===== src/rtl/block_pool_free_stack_allocator_core_assert.svh =====
// ----------------------------------------------------------------------------
// Assertion macros for the block pool allocator
// Clocked on clk_i and disabled while rst_ni is low.
// ----------------------------------------------------------------------------
`ifndef BLOCK_POOL_FREE_STACK_ALLOCATOR_CORE_ASSERT_SVH
`define BLOCK_POOL_FREE_STACK_ALLOCATOR_CORE_ASSERT_SVH

// Check that a condition holds at every clock edge out of reset.
`define BPFSA_ASSERT_HOLDS(lbl, cond, msg) \
  lbl: assert property (@(posedge clk_i) disable iff (!rst_ni) (cond)) \
    else $error(msg);

// Check that a condition in one cycle implies another in the next cycle.
`define BPFSA_ASSERT_NEXT(lbl, pre, post, msg) \
  lbl: assert property (@(posedge clk_i) disable iff (!rst_ni) (pre) |=> (post)) \
    else $error(msg);

`endif


===== src/rtl/bpfsa_pkg.sv =====
// ----------------------------------------------------------------------------
// bpfsa_pkg
// Types, widths and codes shared by the block pool allocator modules.
// ----------------------------------------------------------------------------
`timescale 1ns / 1ps
`default_nettype none

package bpfsa_pkg;

  // Pool geometry
  localparam int unsigned POOL_BLOCKS = 1024;
  // Stack entries reachable with an 11-bit block count
  localparam int unsigned MEM_DEPTH   = (POOL_BLOCKS < 2048) ? POOL_BLOCKS : 2048;
  localparam int unsigned ADDR_W      = (MEM_DEPTH > 1) ? $clog2(MEM_DEPTH) : 1;

  // Field widths
  localparam int unsigned CNT_W  = 11;
  localparam int unsigned BS_W   = 25;
  localparam int unsigned GAP_W  = 24;
  localparam int unsigned OFS_W  = 40;
  localparam int unsigned DLT_W  = 16;
  localparam int unsigned SIZE_W = CNT_W + BS_W;
  localparam int unsigned DVD_W  = BS_W + ADDR_W;
  localparam int unsigned IDX_W  = 20;

  // Configuration port
  localparam int unsigned CFG_IDX_W  = 4;
  localparam int unsigned CFG_DATA_W = 32;

  localparam logic [CFG_IDX_W-1:0] CFG_BLOCK_COUNT = CFG_IDX_W'(0);
  localparam logic [CFG_IDX_W-1:0] CFG_BLOCK_SIZE  = CFG_IDX_W'(1);
  localparam logic [CFG_IDX_W-1:0] CFG_GAP_SIZE    = CFG_IDX_W'(2);
  localparam logic [CFG_IDX_W-1:0] CFG_GROWS_DOWN  = CFG_IDX_W'(3);

  // Result status
  typedef enum logic [1:0] {
    ST_OK      = 2'd0,
    ST_EMPTY   = 2'd1,
    ST_IGNORED = 2'd2
  } status_e;

  typedef struct packed {
    logic             mode;
    logic [OFS_W-1:0] block_offset;
  } in_item_t;

  typedef struct packed {
    status_e          status;
    logic [OFS_W-1:0] alloc_offset;
    logic [BS_W-1:0]  usable_size;
  } out_item_t;

  // Free stack memory port
  typedef struct packed {
    logic              we;
    logic [ADDR_W-1:0] waddr;
    logic [DLT_W-1:0]  wdata;
    logic              re;
    logic [ADDR_W-1:0] raddr;
  } mem_req_t;

endpackage

`default_nettype wire


===== src/rtl/bpfsa_div.sv =====
// ----------------------------------------------------------------------------
// bpfsa_div
// Restoring divider, one quotient bit per cycle, for offset to block index.
// ----------------------------------------------------------------------------
`timescale 1ns / 1ps
`default_nettype none

module bpfsa_div (
  input  wire logic                           clk_i,
  input  wire logic                           rst_ni,
  input  wire logic                           start_i,
  input  wire logic [bpfsa_pkg::DVD_W-1:0]    dividend_i,
  input  wire logic [bpfsa_pkg::BS_W-1:0]     divisor_i,
  output logic                                done_o,
  output logic [bpfsa_pkg::ADDR_W-1:0]        quot_o
);

  localparam int unsigned QW     = bpfsa_pkg::ADDR_W;
  localparam int unsigned DSR_W  = bpfsa_pkg::BS_W + QW - 1;
  localparam int unsigned STEP_W = $clog2(QW + 1);

  logic                              busy_q;
  logic                              done_q;
  logic [STEP_W-1:0]                 step_q;
  logic [bpfsa_pkg::DVD_W-1:0]       rem_q;
  logic [DSR_W-1:0]                  dsr_q;
  logic [QW-1:0]                     quot_q;
  logic [bpfsa_pkg::DVD_W-1:0]       dsr_ext;
  logic                              fits;

  assign dsr_ext = bpfsa_pkg::DVD_W'(dsr_q);
  assign fits    = (rem_q >= dsr_ext);

  // Control: count quotient bits, pulse done after the last one
  always_ff @(posedge clk_i or negedge rst_ni) begin
    if (!rst_ni) begin
      busy_q <= 1'b0;
      done_q <= 1'b0;
      step_q <= '0;
    end else begin
      done_q <= 1'b0;
      if (start_i) begin
        busy_q <= 1'b1;
        step_q <= STEP_W'(QW);
      end else if (busy_q) begin
        step_q <= step_q - STEP_W'(1);
        if (step_q == STEP_W'(1)) begin
          busy_q <= 1'b0;
          done_q <= 1'b1;
        end
      end
    end
  end

  // Datapath: subtract the shifted divisor where it fits
  always_ff @(posedge clk_i) begin
    if (start_i) begin
      rem_q  <= dividend_i;
      dsr_q  <= DSR_W'({divisor_i, {(QW - 1){1'b0}}});
      quot_q <= '0;
    end else if (busy_q) begin
      if (fits) begin
        rem_q <= rem_q - dsr_ext;
      end
      quot_q <= QW'({quot_q, fits});
      dsr_q  <= dsr_q >> 1;
    end
  end

  assign done_o = done_q;
  assign quot_o = quot_q;

endmodule

`default_nettype wire


===== config.mk =====
export PLATFORM = sky130hd
export DESIGN_NAME = bpfsa_div
export DESIGN_NICKNAME = d
export VERILOG_FILES = /design/src/rtl/block_pool_free_stack_allocator_core_assert.svh /design/src/rtl/bpfsa_pkg.sv /design/src/rtl/bpfsa_div.sv
export SDC_FILE = /design/constraint.sdc
export NUM_CORES = 1
export LEC_CHECK = 0
export BUFFER_PORTS_ARGS = -buffer_cell sky130_fd_sc_hd__buf_2
export CORE_ASPECT_RATIO = 0.6
export CORE_UTILIZATION = 40
export CTS_BUF_LIST = sky130_fd_sc_hd__clkbuf_2
export CTS_CLUSTER_SIZE = 28
export DETAILED_ROUTE_END_ITERATION = 10
export PLACE_DENSITY = 0.57
export SETUP_SLACK_MARGIN = 0.2
export SLEW_MARGIN = 20
export SYNTH_ARGS = -nofsm -noshare
export SYNTH_HDL_FRONTEND = slang
export SYNTH_SLANG_ARGS = --single-unit

===== constraint.sdc =====
create_clock -name clk_i -period 5 [get_ports clk_i]
set_clock_uncertainty 0.15 [all_clocks]
set_input_delay 1 -clock clk_i [delete_from_list [all_inputs] [get_ports clk_i]]
set_output_delay 1 -clock clk_i [all_outputs]
set_load 0.02 [all_outputs]

# == Word level (Yosys, flattened, before mapping) ==
# Cells that the tools add are included.
# classes
n_addsub,2
order_cmp,1
n_eq_ne,1
muxes,13
reduce_logical,3
# ops
op,count
two-way mux 35 bit,3
two-way mux 34 bit,2
greater-or-equal comparator 35 x 34 -> 1 bit,1
subtractor 35 x 34 -> 35 bit,1
two-way mux 4 bit,2
two-way mux 1 bit,6
"equality test 4 x 1 -> 1 bit, second input constant",1
nonzero test 2 bit,2
"subtractor 4 x 1 -> 4 bit, second input constant",1
AND reduction 2 bit,1
# totals
reg_bits,85
input_bits,63
word_cells,27

# == Longest topological paths before layout ==
# logic_depth
depth_word,4
mapped_depth,11

# == Worst setup path after synthesis ==
# No wires, ideal clock.
# synth_timing
path_type,register to register
from,reg rem_q[8] (netlist name)
to,reg rem_q[0] (netlist name) (enable)
setup_ns,0.448
arrival_time_ns,3.804
required_time_ns,4.402
path_slack_ns,0.598
stages_incl_launch_ff,10
path_buffers,0
cell_sequence,edfxtp_1 > ha_1 > and4_4 > nor4b_1 > a21boi_2 > a211oi_4 > nor2_1 > a21o_1 > nand3_1 > a31oi_1
# synth_between
elab_chain_cells,3
# synth_rtl
item,line,rtl
start: declaration,bpfsa_div.sv:25,logic [bpfsa_pkg::DVD_W-1:0] rem_q;
start signal: assignment,bpfsa_div.sv:58,rem_q <= dividend_i;
start signal: assignment,bpfsa_div.sv:63,rem_q <= rem_q - dsr_ext;
greater-or-equal comparator 35 x 34 -> 1 bit,bpfsa_div.sv:32,assign fits = (rem_q >= dsr_ext);
nonzero test 2 bit (no line),n/a,
AND reduction 2 bit (no line),n/a,
# No other way between the ends.
# A chain may end at the register's enable or synchronous reset.

# == Worst setup path in the final report ==
# layout_timing
from,reg dsr_q[8]
to,reg rem_q[8] (netlist name) (enable)
# layout_between
elab_chain_cells,3
# layout_rtl
item,line,rtl
start: declaration,bpfsa_div.sv:26,logic [DSR_W-1:0] dsr_q;
start signal: assignment,bpfsa_div.sv:59,"dsr_q <= DSR_W'({divisor_i, {(QW - 1){1'b0}}});"
start signal: assignment,bpfsa_div.sv:66,dsr_q <= dsr_q >> 1;
greater-or-equal comparator 35 x 34 -> 1 bit,bpfsa_div.sv:32,
nonzero test 2 bit (no line),n/a,
AND reduction 2 bit (no line),n/a,
# No other way between the ends.

==> impl_metrics.toml <==
[status]
status = "complete, no violations"

[worst_setup_path]
r2r_setup_slack_ns = 1.46
arrival_ns = 3.65
worst_setup_path_end_kind = "flop"
endpoint = "rem_q[8]$_DFFE_PP_"
r2r_end = "rem_q[8]$_DFFE_PP_"
r2r_start = "dsr_q[8]$_SDFFE_PP0P_"
required_ns = 5.11
cp_max_fo = 24
reg2regPathDepth = 11
path_class = "flop to flop"
worstSetupStartpoint = "dsr_q[8]$_SDFFE_PP0P_"
cp-start-kind = "flop"

[cts]
post_cts_buffers = 0
cts_sinks = 85
path_clk_slew_ns = 0.25
numCtsBuffers = 9
clockBufferDepth = 2
cts_max_level = 3
clk_latency_ns = 0.57
ctsRootBufferMaster = "clkbuf_2"
cts_tree = "built"

[timing]
timing.final.ws_setup_ns = 1.46
fin_crit_ns = 3.54
finalSetupViolations = 0
worst_pin_slew_ns = 0.971
timing.fmax_mhz = 283
slew_headroom_pct = 34.8
drv_slew = 0
finalCritPeriodShare_pct = 70.8
rsz0062_at_grt = "no"
fin_setup_tns_ns = 0
hold_slack_ns = 0.383
hold_violations = 0

[die]
start_util_pct = 42.1
io_pins = 74
die_area_um2 = 14300
die_x_um = 154
fp.dieH_um = 93.2
rows = 32
core_area_um2 = 13200

[global_route]
first_global_vias = 4301
grt_pass1_wl_mm = 21.4
antenna_found_initial = 0
grt_usage_pct = 18.8
overflow = 0
grt_max_degree = 74

[finish]
n_antenna_cell = 0
area_delta_synth_final_pct = 10.5
final_cell_mix = "106 x nand2_1, 72 x buf_2, 69 x o21ai_0"
stdcell_area_um2 = 6130
stdcell_count = 850
fin_util_pct = 46.5
final.fill_count = 1302
final_nets = 775
final_common_cell = "nand2_1"
layout-drive-gt1-share_pct = 15.7

[placement]
gp_congestion = 0.854
portBuffers = 73
dp_hpwl_mm = 9.35
dp_cells = 833
placed_cell_area_um2 = 6030
dp_slack_ns = 1.47

[run]
maxCapViolCount = 0

[power]
power.density_nw_per_um2 = 538
total_leakage_power_nw = 2.80
finalPower_mw = 3.30
ir_drop_mv = 0.156

[synthesis]
synthFlopType = "edfxtp_1"
synth_fp_nets = 721
ys_types = 57
ys_ff_latch = 85
synth_edf_count = 60
synth-seq-area-share_pct = 42.1
synth_cells = 621
yosys_warnings = 0
avgSynthCellArea_um2 = 8.93
synth_area_um2 = 5540
async_reset_ff_share_pct = 7.06

[route]
ant_nets = 0
remaining_drc_errors = 0
drt_wl_total_mm = 12.9
vias = 4536
drt-initial-drc-count = 282
first_pass_iters = 6
viasPerCell = 5.34
wl_per_cell_um = 15.2

[worst_hold_path]
hp-class = "flop to flop"
-- synth_stat cells, drive strengths merged, types with 5 or more instances --
| cell type | n | area [um2] |
|---|---|---|
| a21oi | 34 | 174 |
| a31oi | 5 | 37.5 |
| a211oi | 8 | 72.6 |
| nand2 | 106 | 398 |
| nor3 | 6 | 30.0 |
| dfxtp | 19 | 380 |
| xor2 | 16 | 140 |
| a21o | 19 | 144 |
| nor2 | 45 | 169 |
| ha | 36 | 450 |
| nand3 | 10 | 50.1 |
| inv | 43 | 161 |
| mux2i | 19 | 190 |
| nand4 | 7 | 43.8 |
| and3 | 7 | 43.8 |
| o21a | 7 | 52.6 |
| o21ai | 70 | 350 |
| edfxtp | 60 | 1800 |
| xnor2 | 14 | 123 |
| clkbuf | 30 | 113 |
| dfrtp | 6 | 150 |
| nand2b | 5 | 31.3 |
-- report_power, final --
group          total [mW]  switching [mW]  internal [mW]
Clock               0.327           0.259         0.0680
Combinational        1.89            1.13          0.766
Sequential           1.08          0.0758           1.01
Total                3.30            1.46           1.84
-- critical path, cell delays in order, from the launching register on --
cell and delay (ns):
dfxtp_1 0.41, inv_1 0.05, ha_1 0.39, and4_4 0.29, nor4b_1 0.25, a21boi_2 0.26, a211oi_4 0.10, nor2_1 0.13
a21o_1 0.16, nand3_1 0.14, a31oi_4 0.48, buf_4 0.43
-- timing repair --
action	CTS	global route
gates resized for setup	0	0
hold endpoints to repair	5	0
hold buffers	1	0
-- logic make-up (layout without fill, tap and decap cells) --
family	count (synthesis)	in the layout	share of synthesized area [%]
buffers and inverters	77	136	5.37
and+or+nand+nor	201	201	15.9
DFF	85	85	42.1
AOI/OAI and AO/OA	169	169	19.4
muxes	22	22	4.04
xor gates and xnor gates	30	30	4.74
adders and majority gates	37	37	8.49
-- registers in the layout, indices dropped and copies added, names as in the netlist --
name    count
step_q      4
done_o      1
dsr_q      34
rem_q      35
busy_q      1
quot_o     10
-- metal layers --
layer / routed length, um / track usage, %
met5: 0 / 0
met4: 80 / 3.58
met3: 692 / 3.99
met2: 5120 / 26.3
met1: 7010 / 29.1
-- worst min path at each step --
stage / start / to / slack [ns] / cells past startpoint
4_1_cts: quot_o[9]$_SDFFE_PP0P_ / quot_o[9]$_SDFFE_PP0P_ / 0.39 / 2
3_5_place_dp: quot_o[9]$_SDFFE_PP0P_ / quot_o[9]$_SDFFE_PP0P_ / 0.34 / 2
5_1_grt: quot_o[9]$_SDFFE_PP0P_ / quot_o[9]$_SDFFE_PP0P_ / 0.40 / 2
3_3_place_gp: quot_o[9]$_SDFFE_PP0P_ / quot_o[9]$_SDFFE_PP0P_ / 0.32 / 2
6_report: quot_o[9]$_SDFFE_PP0P_ / quot_o[9]$_SDFFE_PP0P_ / 0.38 / 2
2_1_floorplan: dsr_q[0]$_SDFFE_PP0P_ / dsr_q[0]$_SDFFE_PP0P_ / 0.31 / 2
-- area by class of cell --
type                            instances  area, um2  share of cell area (%)
Multi-Input combinational cell        459       2930                    47.8
Tap cell                              170        213                    3.47
Inverter                               43        161                    2.63
Timing Repair Buffer                   77        400                    6.53
Clock buffer                           10       50.0                   0.817
Clock inverter                          6       40.0                   0.653
Sequential cell                        85       2330                    38.1
(Power assumes the default switching activity.)
